### config.mk
export PLATFORM = sky130hd
export DESIGN_NAME = psg_three_voice_sound_generator
export DESIGN_NICKNAME = d
export VERILOG_FILES = /design/src/hw/rtl/psg_pkg.sv /design/src/hw/rtl/psg_three_voice_sound_generator.sv
export SDC_FILE = /design/constraint.sdc
export NUM_CORES = 1
export LEC_CHECK = 0
export CORE_ASPECT_RATIO = 0.8
export CORE_UTILIZATION = 45
export CTS_CLUSTER_DIAMETER = 120
export DETAILED_ROUTE_END_ITERATION = 12
export DONT_BUFFER_PORTS = 1
export GPL_TIMING_DRIVEN = 0
export PLACE_DENSITY = 0.59
export SLEW_MARGIN = 20
export SYNTH_ARGS = -nofsm -noshare
export SYNTH_HDL_FRONTEND = slang
export SYNTH_SLANG_ARGS = --single-unit
### constraint.sdc
create_clock -name clk -period 8.2 [get_ports clk]
set_clock_uncertainty 0.15 [all_clocks]
set_input_delay 0.82 -clock clk [delete_from_list [all_inputs] [get_ports clk]]
set_output_delay 0.82 -clock clk [all_outputs]
set_load 0.02 [all_outputs]
### src/hw/rtl/psg_pkg.sv
package psg_pkg;

  typedef logic signed [12:0] timer_t;
  typedef logic [11:0]        period_t;
  typedef logic [12:0]        sample_t;

  // Result of one timer update.
  typedef struct packed {
    timer_t timer;
    logic   sq;
    logic   fired;
  } sq_upd_t;

  localparam logic [3:0] REG_TONE_FINE_A   = 4'd0;
  localparam logic [3:0] REG_TONE_COARSE_A = 4'd1;
  localparam logic [3:0] REG_TONE_FINE_B   = 4'd2;
  localparam logic [3:0] REG_TONE_COARSE_B = 4'd3;
  localparam logic [3:0] REG_TONE_FINE_C   = 4'd4;
  localparam logic [3:0] REG_TONE_COARSE_C = 4'd5;
  localparam logic [3:0] REG_NOISE_PERIOD  = 4'd6;
  localparam logic [3:0] REG_MIXER         = 4'd7;
  localparam logic [3:0] REG_LEVEL_A       = 4'd8;
  localparam logic [3:0] REG_LEVEL_B       = 4'd9;
  localparam logic [3:0] REG_LEVEL_C       = 4'd10;
  localparam logic [3:0] REG_ENV_FINE      = 4'd11;
  localparam logic [3:0] REG_ENV_COARSE    = 4'd12;
  localparam logic [3:0] REG_ENV_SHAPE     = 4'd13;

  localparam logic       ACT_WRITE       = 1'b0;
  localparam logic       ACT_TICK        = 1'b1;
  localparam logic [7:0] TICK_STEP_RESET = 8'd5;
  localparam logic [15:0] LFSR_SEED      = 16'h8000;
  localparam logic [4:0] ENV_LAST_STEP   = 5'd31;

  // Subtract the step; on run-out add the period and toggle the square, unless the period is zero or below the step.
  function automatic sq_upd_t run_timer(timer_t timer, period_t period,
                                        logic [7:0] st, logic sq);
    logic signed [13:0] diff;
    logic signed [13:0] rel;
    sq_upd_t            r;
    diff    = $signed({timer[12], timer}) - $signed({6'b0, st});
    rel     = diff + $signed({2'b0, period});
    r.timer = diff[12:0];
    r.sq    = sq;
    r.fired = 1'b0;
    if (diff <= 14'sd0) begin
      if (period == '0) begin
        r.sq    = 1'b1;
        r.timer = '0;
      end else if ({4'b0, st} > period) begin
        r.timer = $signed({1'b0, period});
      end else begin
        r.timer = rel[12:0];
        r.sq    = ~sq;
        r.fired = 1'b1;
      end
    end
    return r;
  endfunction

  // Envelope level for a shape and a step of the 32-step cycle.
  function automatic logic [3:0] env_level(logic [3:0] shape, logic [4:0] stp);
    logic [3:0] j;
    logic [3:0] lvl;
    j = stp[3:0];
    if (!stp[4]) begin
      lvl = shape[2] ? j : ~j;
    end else if (!shape[3]) begin
      lvl = 4'd0;
    end else begin
      case (shape[2:0])
        3'd0:    lvl = ~j;
        3'd1:    lvl = 4'd0;
        3'd2:    lvl = j;
        3'd3:    lvl = 4'd15;
        3'd4:    lvl = j;
        3'd5:    lvl = 4'd15;
        3'd6:    lvl = ~j;
        default: lvl = 4'd0;
      endcase
    end
    return lvl;
  endfunction

  function automatic logic [11:0] level_lut(logic [3:0] lvl);
    logic [11:0] v;
    case (lvl)
      4'd0:    v = 12'd0;
      4'd1:    v = 12'd100;
      4'd2:    v = 12'd130;
      4'd3:    v = 12'd160;
      4'd4:    v = 12'd200;
      4'd5:    v = 12'd250;
      4'd6:    v = 12'd320;
      4'd7:    v = 12'd400;
      4'd8:    v = 12'd510;
      4'd9:    v = 12'd640;
      4'd10:   v = 12'd800;
      4'd11:   v = 12'd1010;
      4'd12:   v = 12'd1280;
      4'd13:   v = 12'd1610;
      4'd14:   v = 12'd2020;
      default: v = 12'd2550;
    endcase
    return v;
  endfunction

endpackage

### src/hw/rtl/psg_three_voice_sound_generator.sv
// Three-voice sound generator, one audio sample per tick.
//
// Input channel (in_valid/in_ready): each transfer is either a write of
// in_reg_value to sound register in_reg_addr (in_action = 0, no result) or
// a tick (in_action = 1) that advances the tone, noise and envelope timers
// by cfg_wdata-programmed tick_step and yields one sample.
// Output channel (out_valid/out_ready): out_sample is the sum of the three
// gated voice levels, 0..7650.
// Config port: cfg_we loads cfg_wdata into tick_step at the next edge.
//
// Latency: the sample of a tick is on out_sample the cycle after the tick
// is accepted. Throughput: one item per cycle; the only storage between
// input and output is the single output register, so in_ready follows
// out_ready while a sample is held.
// Receiver stall: the sample is held and in_ready drops until it is taken.
// Reset (rst_n low, synchronous): all sound registers and timers clear,
// squares go high, the noise LFSR reloads 0x8000, tick_step becomes 5,
// and the output register empties.
module psg_three_voice_sound_generator (
  input  logic        clk,
  input  logic        rst_n,
  input  logic        in_valid,
  output logic        in_ready,
  input  logic        in_action,
  input  logic [3:0]  in_reg_addr,
  input  logic [7:0]  in_reg_value,
  output logic        out_valid,
  input  logic        out_ready,
  output logic [12:0] out_sample,
  input  logic        cfg_we,
  input  logic [7:0]  cfg_wdata
);
  import psg_pkg::*;

  // Sound registers
  logic [7:0]  tick_step_r;
  period_t     tone_period_r [3];
  period_t     tone_period_nxt [3];
  logic [7:0]  noise_period_r, noise_period_nxt;
  logic [2:0]  tone_en_r, tone_en_nxt;
  logic [2:0]  noise_en_r, noise_en_nxt;
  logic [3:0]  level_r [3];
  logic [3:0]  level_nxt [3];
  logic [2:0]  use_env_r, use_env_nxt;
  logic [15:0] env_raw_r, env_raw_nxt;
  logic [3:0]  env_shape_r, env_shape_nxt;

  // Generator state; index 3 is the noise timer.
  timer_t      timer_r [4];
  timer_t      timer_nxt [4];
  logic [3:0]  sq_r, sq_nxt;
  logic [15:0] lfsr_r, lfsr_nxt;
  timer_t      env_timer_r, env_timer_nxt;
  logic [4:0]  env_step_r, env_step_nxt;

  logic        out_valid_r, out_valid_nxt;
  sample_t     out_sample_r, out_sample_nxt;

  // Post-tick values, used both for the state and for the sample.
  sq_upd_t     upd [4];
  sq_upd_t     env_upd;
  logic [15:0] lfsr_tick;
  logic [4:0]  step_tick;
  logic [3:0]  env_lvl;
  logic [11:0] voice_amp [3];

  logic        accept;

  assign in_ready = !out_valid_r || out_ready;
  assign accept   = in_valid && in_ready;

  // Tick datapath
  always_comb begin
    for (int i = 0; i < 3; i++) begin
      upd[i] = run_timer(timer_r[i], tone_period_r[i], tick_step_r, sq_r[i]);
    end
    upd[3]  = run_timer(timer_r[3], {4'b0, noise_period_r}, tick_step_r, sq_r[3]);
    env_upd = run_timer(env_timer_r, env_raw_r[15:4], tick_step_r, 1'b0);

    // Noise shifts when its square rises.
    lfsr_tick = lfsr_r;
    if (upd[3].fired && upd[3].sq) begin
      lfsr_tick = {lfsr_r[0] ^ lfsr_r[3], lfsr_r[15:1]};
    end

    step_tick = env_step_r;
    if (env_upd.fired) begin
      if (env_step_r == ENV_LAST_STEP) begin
        if (env_shape_r[3] && !env_shape_r[0]) begin
          step_tick = '0;
        end
      end else begin
        step_tick = env_step_r + 5'd1;
      end
    end

    env_lvl = env_level(env_shape_r, step_tick);
    for (int i = 0; i < 3; i++) begin
      if ((upd[i].sq && tone_en_r[i]) || (lfsr_tick[0] && noise_en_r[i])) begin
        voice_amp[i] = level_lut(use_env_r[i] ? env_lvl : level_r[i]);
      end else begin
        voice_amp[i] = '0;
      end
    end
    out_sample_nxt = {1'b0, voice_amp[0]} + {1'b0, voice_amp[1]}
                   + {1'b0, voice_amp[2]};
  end

  // Next state
  always_comb begin
    for (int i = 0; i < 3; i++) begin
      tone_period_nxt[i] = tone_period_r[i];
      level_nxt[i]       = level_r[i];
    end
    for (int i = 0; i < 4; i++) begin
      timer_nxt[i] = timer_r[i];
    end
    noise_period_nxt = noise_period_r;
    tone_en_nxt      = tone_en_r;
    noise_en_nxt     = noise_en_r;
    use_env_nxt      = use_env_r;
    env_raw_nxt      = env_raw_r;
    env_shape_nxt    = env_shape_r;
    sq_nxt           = sq_r;
    lfsr_nxt         = lfsr_r;
    env_timer_nxt    = env_timer_r;
    env_step_nxt     = env_step_r;
    out_valid_nxt    = out_valid_r && !out_ready;

    if (accept) begin
      if (in_action == ACT_TICK) begin
        for (int i = 0; i < 4; i++) begin
          timer_nxt[i] = upd[i].timer;
          sq_nxt[i]    = upd[i].sq;
        end
        lfsr_nxt      = lfsr_tick;
        env_timer_nxt = env_upd.timer;
        env_step_nxt  = step_tick;
        out_valid_nxt = 1'b1;
      end else begin
        case (in_reg_addr)
          REG_TONE_FINE_A, REG_TONE_FINE_B, REG_TONE_FINE_C: begin
            tone_period_nxt[in_reg_addr[2:1]][7:0] = in_reg_value;
          end
          REG_TONE_COARSE_A, REG_TONE_COARSE_B, REG_TONE_COARSE_C: begin
            tone_period_nxt[in_reg_addr[2:1]][11:8] = in_reg_value[3:0];
          end
          REG_NOISE_PERIOD: noise_period_nxt = in_reg_value;
          REG_MIXER: begin
            // Mixer bits are active-low enables.
            tone_en_nxt  = ~in_reg_value[2:0];
            noise_en_nxt = ~in_reg_value[5:3];
          end
          REG_LEVEL_A: begin
            level_nxt[0]   = in_reg_value[3:0];
            use_env_nxt[0] = in_reg_value[4];
          end
          REG_LEVEL_B: begin
            level_nxt[1]   = in_reg_value[3:0];
            use_env_nxt[1] = in_reg_value[4];
          end
          REG_LEVEL_C: begin
            level_nxt[2]   = in_reg_value[3:0];
            use_env_nxt[2] = in_reg_value[4];
          end
          REG_ENV_FINE:   env_raw_nxt[7:0]  = in_reg_value;
          REG_ENV_COARSE: env_raw_nxt[15:8] = in_reg_value;
          // Shape write does not restart the envelope.
          REG_ENV_SHAPE:  env_shape_nxt     = in_reg_value[3:0];
          default: ;
        endcase
      end
    end
  end

  always_ff @(posedge clk) begin
    if (!rst_n) begin
      tick_step_r    <= TICK_STEP_RESET;
      for (int i = 0; i < 3; i++) begin
        tone_period_r[i] <= '0;
        level_r[i]       <= '0;
      end
      for (int i = 0; i < 4; i++) begin
        timer_r[i] <= '0;
      end
      noise_period_r <= '0;
      tone_en_r      <= '0;
      noise_en_r     <= '0;
      use_env_r      <= '0;
      env_raw_r      <= '0;
      env_shape_r    <= '0;
      sq_r           <= '1;
      lfsr_r         <= LFSR_SEED;
      env_timer_r    <= '0;
      env_step_r     <= '0;
      out_valid_r    <= 1'b0;
    end else begin
      if (cfg_we) begin
        tick_step_r <= cfg_wdata;
      end
      for (int i = 0; i < 3; i++) begin
        tone_period_r[i] <= tone_period_nxt[i];
        level_r[i]       <= level_nxt[i];
      end
      for (int i = 0; i < 4; i++) begin
        timer_r[i] <= timer_nxt[i];
      end
      noise_period_r <= noise_period_nxt;
      tone_en_r      <= tone_en_nxt;
      noise_en_r     <= noise_en_nxt;
      use_env_r      <= use_env_nxt;
      env_raw_r      <= env_raw_nxt;
      env_shape_r    <= env_shape_nxt;
      sq_r           <= sq_nxt;
      lfsr_r         <= lfsr_nxt;
      env_timer_r    <= env_timer_nxt;
      env_step_r     <= env_step_nxt;
      out_valid_r    <= out_valid_nxt;
    end
  end

  // Sample payload, no reset.
  always_ff @(posedge clk) begin
    if (accept && (in_action == ACT_TICK)) begin
      out_sample_r <= out_sample_nxt;
    end
  end

  assign out_valid  = out_valid_r;
  assign out_sample = out_sample_r;

  // A tick always produces a sample in the next cycle.
  a_tick_result: assert property (@(posedge clk) disable iff (!rst_n)
    (accept && (in_action == ACT_TICK)) |=> out_valid_r)
    else $error("tick transfer left no sample");

  // A register write never produces a sample.
  a_write_silent: assert property (@(posedge clk) disable iff (!rst_n)
    (accept && (in_action == ACT_WRITE) && !(out_valid_r && !out_ready))
      |=> !out_valid_r)
    else $error("register write produced a sample");

  // The LFSR update is invertible, so it never reaches the all-zero lockup.
  a_lfsr_live: assert property (@(posedge clk) disable iff (!rst_n)
    lfsr_r != '0)
    else $error("noise LFSR locked at zero");

  // Reloads keep every timer non-negative between ticks.
  a_timer_sign: assert property (@(posedge clk) disable iff (!rst_n)
    !timer_r[0][12] && !timer_r[1][12] && !timer_r[2][12] && !timer_r[3][12]
      && !env_timer_r[12])
    else $error("period timer went negative");

  a_sample_range: assert property (@(posedge clk) disable iff (!rst_n)
    out_valid_r |-> (out_sample_r <= 13'd7650))
    else $error("sample out of range");

endmodule
# == After elaboration in Yosys (flattened, before gate mapping) ==
# Memory sizes are Yosys's and may differ from the RTL's.
# Cells that the tools add are included.
# word_totals
register_bits,97
latchBits,0
ramBits,100
rom_bits,528
in_bits,26
output_inout_bits,15
wordCells,197
n_memories,6
# classes
addsub,13
n_mul,0
n_div,0
magnitude_cmp,12
eq_ne,19
n_shift,0
n_mux,69
bitwise_logic,20
n_reduce_logical,41
# memory_table
memory,depth,width,read_ports,rd_clocked_by_memory_dff,write_ports,line_no,source
(name not given),16,11,1,0,0,psg_pkg.sv:87,case (lvl)
(name not given),16,11,1,0,0,psg_pkg.sv:87,
(name not given),16,11,1,0,0,psg_pkg.sv:87,
timer_r,4,13,4,0,4,psg_three_voice_sound_generator.sv:49,timer_t timer_r [4];
tone_period_r,3,12,3,0,3,psg_three_voice_sound_generator.sv:37,period_t tone_period_r [3];
level_r,3,4,3,0,3,psg_three_voice_sound_generator.sv:42,logic [3:0] level_r [3];
# op_table
op,count
$mux 13,9
$mux 12,9
$mux 52,2
$mux 15,5
$bwmux 36,2
$mux 36,2
$pmux 36 s2,1
$le 14x1->1 const B,5
$mux 14,5
$sub 13x9->14,5
$add 13x13->13,4
$demux 12 s2,2
$gt 8x12->1,4
$logic_not 12->1,4
$mux 4,12
$reduce_and 3->1,9
$eq 4x4->1 const B,6
$eq 4x3->1 const B,4
$mux 5,3
$add 12x12->13,1
$add 13x12->13,1
$add 13x9->13,1
$logic_and 1x1->1,12
$pmux 4 s3,1
other kinds (26),65

# == Longest topological paths before layout ==
# An unclocked memory read counts as a cell.
# depth
ltp_word,15
depth_mapped,35
mapped_depth_nobuf,34

# == Worst setup path before layout ==
# No wires, ideal clock.
# synth_path
kind,reg2reg
start,reg tick_step_r[1]
end,"reg out_sample_r[12], in the netlist out_sample[12] (data pin)"
setup_time_ns,0.262
arrival_time_ns,6.818
required_ns,7.788
slack_ns,0.969
path_stages_with_launch,33
path_buffers,1
period_less_slack_ns,7.231
cell_sequence,dfxtp_1 -> inv_1 -> fa_1 -> xor2_1 -> or4_1 -> a211o_1 -> nor3_2 -> a31o_2 -> clkbuf_1 -> o2111ai_1 -> and3_1 -> o32a_1 -> a21oi_1 -> inv_1 -> ha_1 -> nand2b_1 -> a21boi_0 -> o21ai_0 -> fa_1 -> inv_1 -> ha_1 -> inv_1 -> fa_1 -> inv_1 -> a21oi_1 -> o21bai_1 -> a21oi_1 -> o21bai_1 -> a21oi_1 -> o21bai_1 -> a21o_1 -> a21oi_1 -> xor2_1
# synth_via
elab_chain_cells,14
word_cells_on_any_way,59
cone_classes,add/sub: 7; order compare: 10; mux: 28; bitwise: 1; reduce/logical: 10; memory: 3
# synth_lines
element,line_no,source
from (decl),psg_three_voice_sound_generator.sv:36,logic [7:0] tick_step_r;
from (signal assigned),psg_three_voice_sound_generator.sv:199,tick_step_r <= cfg_wdata;
"parallel branches: the longest is 13 deep, another holds $sub 13x9->14",-,
$add 13x12->13 (*),psg_three_voice_sound_generator.sv:106,"+ {1'b0, voice_amp[2]};"
named net out_sample_nxt[12],psg_three_voice_sound_generator.sv:57,"sample_t out_sample_r, out_sample_nxt;"
to (signal assigned),psg_three_voice_sound_generator.sv:225,out_sample_r <= out_sample_nxt;
to (decl),psg_three_voice_sound_generator.sv:57,
# Mark *: on every way through the listed nets, which the timed path passes.
# A chain may end at the register's enable or synchronous reset.

# == Worst setup path in the final report ==
# Same ends and word-level chain as after synthesis.

==> summary.txt <==
Synthesis
  – Distinct cells, synth: 89
  – Fraction of the mapped netlist area in simple logic gates: 0.201
  – Cell types with the largest area share after synthesis: sky130_fd_sc_hd__dfxtp_1 22%, sky130_fd_sc_hd__ha_1 13%, sky130_fd_sc_hd__mux2i_1 6.5%
  – Post-synthesis share of cell area spent on full adders, half adders and majority gates: 0.160
  – Post-Synthesis Cells: 2,038
  – Most area-hungry cell type in the Yosys netlist: sky130_fd_sc_hd__dfxtp_1
  – Post-synth design cell area: 16,000 sq um
  – Portion of netlist area occupied by mux cells: 0.0684
  – Post-Synth XOR/XNOR Area: 0.0475
  – Ys flop type: sky130_fd_sc_hd__dfxtp_1
  – Number of synthesized register bits: 192
  – Proportion of synthesized flip-flops having asynchronous set or reset: 0
  – Compound-Gate Fraction of Synth Area: 0.215
  – Synthesis Warnings: 0
  – EDFF count, synth: 12
  – Post-synthesis area per instance: 7.87 sq um
  – Fraction of synthesized cell area taken by the top area cell type: 0.225
  – Largest family of logic cells by synthesized area: compound AO/OA/AOI/OAI gates
  – Post-synthesis sequential area ratio: 0.247
  – Synthesized net count: 2,256

Clock tree
  – Post-CTS Hold Buffers: 0
  – Total clock sinks: 192
  – Clock tree from TritonCTS: built
  – Max Buffers Root-to-Sink: 2
  – Number of buffers created by CTS: 17
  – Clock-pin slew on the worst setup and hold paths: 80 ps
  – Latest clock arrival within the worst-skew pair: 470 ps
  – Number of H-tree levels: 4
  – Clock tree root driver cell: sky130_fd_sc_hd__clkbuf_16

Final layout
  – Area added between synthesis and finish: 9.64%
  – Layout Nets: 2,295
  – Summed area of non-filler cells in the final layout: 17,600 sq um
  – Commonest non-fill, non-tap cell in the layout: sky130_fd_sc_hd__nor2_1
  – Count of inserted antenna diode cells: 0
  – Commonest cells after routing, fill and taps aside: 264 x sky130_fd_sc_hd__nor2_1, 172 x sky130_fd_sc_hd__dfxtp_1, 170 x sky130_fd_sc_hd__ha_1
  – Proportion of layout cells with a drive suffix above 1: 0.0636

Critical path
  – Max stage delay cell, worst path: sky130_fd_sc_hd__fa_1
  – Critical Path Most Common Cell: sky130_fd_sc_hd__a21oi_1
  – Req. time, crit path: 8260 ps
  – Buffering stage count on the worst path with inverters included: 5
  – CP Launch Type: register
  – Slowest stage delay, CP: 530 ps
  – Critical path's top delay family: compound AO/OA/AOI/OAI gates
  – CP arrival: 7980 ps
  – Peak fanout along the critical path: 10
  – Element type at the critical path end: register
  – Kind of critical path: register to register
  – Setup slack, reg-to-reg: 280 ps

Timing
  – Post-route minimum period: 7920 ps
  – Ratio of final minimum period to clock period: 0.966
  – Total Neg Setup Slack: 0 ps
  – Achievable frequency: 0.126 GHz
  – Final-report setup violation count: 0
  – Slew at the pin closest to its max-slew limit: 1070 ps
  – Hold slack: 341 ps
  – Worst slew slack as a fraction of its limit: 0.284
  – Endpoints failing hold: 0
  – Final Max Tran Viols: 0

Detailed routing
  – Total Routed Length: 52,600 microns
  – Routed via count: 15,300
  – Drt first pass iters: 5
  – WL met3: 3720 microns
  – Antenna Violating Nets Remaining: 0
  – Detailed-routed wire length on met2: 21,900 microns
  – Met1 wire length: 25,600 microns
  – Routed vias/inst: 5.96
  – Top metal layer carrying routed signals: met4
  – Starting DRT DRC Count: 1,451
  – Average wire per cell in the routed design: 20.5 microns
  – DRC violations left: 0

Die
  – Initial Utilization: 0.459
  – Die area: 36,400 sq um
  – Number of I/O pins: 41
  – Placement Rows: 61
  – Die Wd: 213 microns
  – Die span in y: 171 microns
  – Placeable core region: 35,000 sq um

Place
  – # port buffers: 0
  – Cell area after placement: 16,600 sq um
  – Estimated wirelength of the detail-placed design: 39,500 microns
  – Final Wtd Congestion: 0.961

Outcome
  – Outcome: complete, no violations

Power and ir drop
  – Relative contribution of sequential cells to total power: 0.343
  – Internal Dissipation: 0.00182 W
  – Logic pwr share: 0.358
  – NetSw: 0.00115 W
  – Clock share of power: 0.299
  – Maximum resistive drop on vdd: 0.109 mV
  – Leakage component of the power: 7.48 nW
  – Power density of the placed cells: 169 nW/um^2
  – Switching part of the total power: 0.387

Job
  – Reported max-cap violation count: 0

GRT
  – Maximum number of pins on one net before global-route repair: 22
  – Wire length of the first global-routing pass: 80,100 microns
  – Antenna violations before repair: 0
  – Overflow left after global routing: 0
  – Global Route Usage Sum: 0.291
  – Number of global-route vias before repair: 13,800

Min path
  – Type of the most critical hold path: register to register
[cells in the mapped netlist, types with 21 or more instances]
library cell                 n
sky130_fd_sc_hd__nor3_1     56
sky130_fd_sc_hd__nor2_1    265
sky130_fd_sc_hd__dfxtp_1   180
sky130_fd_sc_hd__clkbuf_1   76
sky130_fd_sc_hd__o211ai_1   21
sky130_fd_sc_hd__or3_1      28
sky130_fd_sc_hd__nand2_1   138
sky130_fd_sc_hd__inv_1     158
sky130_fd_sc_hd__ha_1      170
sky130_fd_sc_hd__a21o_1     34
sky130_fd_sc_hd__xor2_1     27
sky130_fd_sc_hd__mux2i_1   104
sky130_fd_sc_hd__nand3_1    43
sky130_fd_sc_hd__nor2b_1    38
sky130_fd_sc_hd__a21oi_1   144
sky130_fd_sc_hd__xnor2_1    60
sky130_fd_sc_hd__fa_1       22
sky130_fd_sc_hd__o21ai_0   115
sky130_fd_sc_hd__a211oi_1   42
[routing by layer]
metal,global-route usage,vias to the layer above
met5,0,-
li1,-,7353
met4,0.0901,0
met1,0.430,7330
met3,0.0435,74
met2,0.429,521
[through the flow]
step / cells / utilization / worst slack (ps) / power (W)
after floorplan: 2038 / - / 969 / 0.00180
after global placement: 2510 / 0.476 / -1110 / 0.00202
after detailed placement: 2510 / 0.476 / -1160 / 0.00205
after CTS: 2554 / 0.498 / 60.3 / 0.00294
after global routing: 2562 / 0.503 / -1.43 / 0.00313
final: 2562 / 0.503 / 276 / 0.00297
[repair_timing]
action / CTS / global route
setup buffers: 12 / 9
endpoints found under the setup margin: 9 / 4
resized for setup: 19 / 30
pin swaps: 0 / 6
gates cloned: 0 / 0
[layout make-up]
cell class | instances | area [sq um]
buffer | 91 | 372
multi-input combinational | 1592 | 11200
tap | 472 | 591
clock inverter | 14 | 165
inverter | 162 | 634
fill | 3469 | 17400
clock buffer | 18 | 439
sequential | 192 | 3980
timing repair buffer | 21 | 158
[flip-flops by register name, indices dropped and copies added, names as in the netlist]
name	cells
level_r	12
tone_period_r	36
lfsr_r	16
use_env_r	3
env_shape_r	4
out_sample	12
env_timer_r	13
noise_period_r	8
noise_en_r	3
sq_r	4
tone_en_r	3
env_raw_r	12
out_valid	1
env_step_r	5
tick_step_r	8
timer_r	52
[worst reg2reg max path: cells and delay by family (launching register included)]
kind,cells,cell delay (ps)
flops,1,480
buf+inv,5,730
compound gates,16,3780
fa+ha+maj,4,1720
xor+xnor,1,140
simple gates,4,670
[power groups by stage]
stage	logic [W]	clock network (W)	registers, W
after floorplan	0.000775	0	0.00102
after global placement	0.000989	0	0.00104
after detailed placement	0.00101	0	0.00104
after CTS	0.00103	0.000898	0.00102
after global routing	0.00117	0.000936	0.00102
final	0.00106	0.000888	0.00102
[logic make-up after synthesis]
family / Yosys count
XOR/XNOR: 87
AND/OR/NAND/NOR: 681
buffers and inverters: 254
flip-flops: 192
adder cells (fa/ha/maj): 192
other: 1
AO/OA/AOI/OAI: 522
multiplexers: 109
[worst paths after layout]
kind / from / to / depth (start not counted)
setup / recovery: tick_step_r[1] / out_sample[12] / 30
setup reg to reg: tick_step_r[1] / out_sample[12] / 30
hold reg to reg: tone_period_r[0][34] / tone_period_r[0][34] / 2
hold / removal: tone_period_r[0][34] / tone_period_r[0][34] / 2
Power figures use the tool's default switching activity.
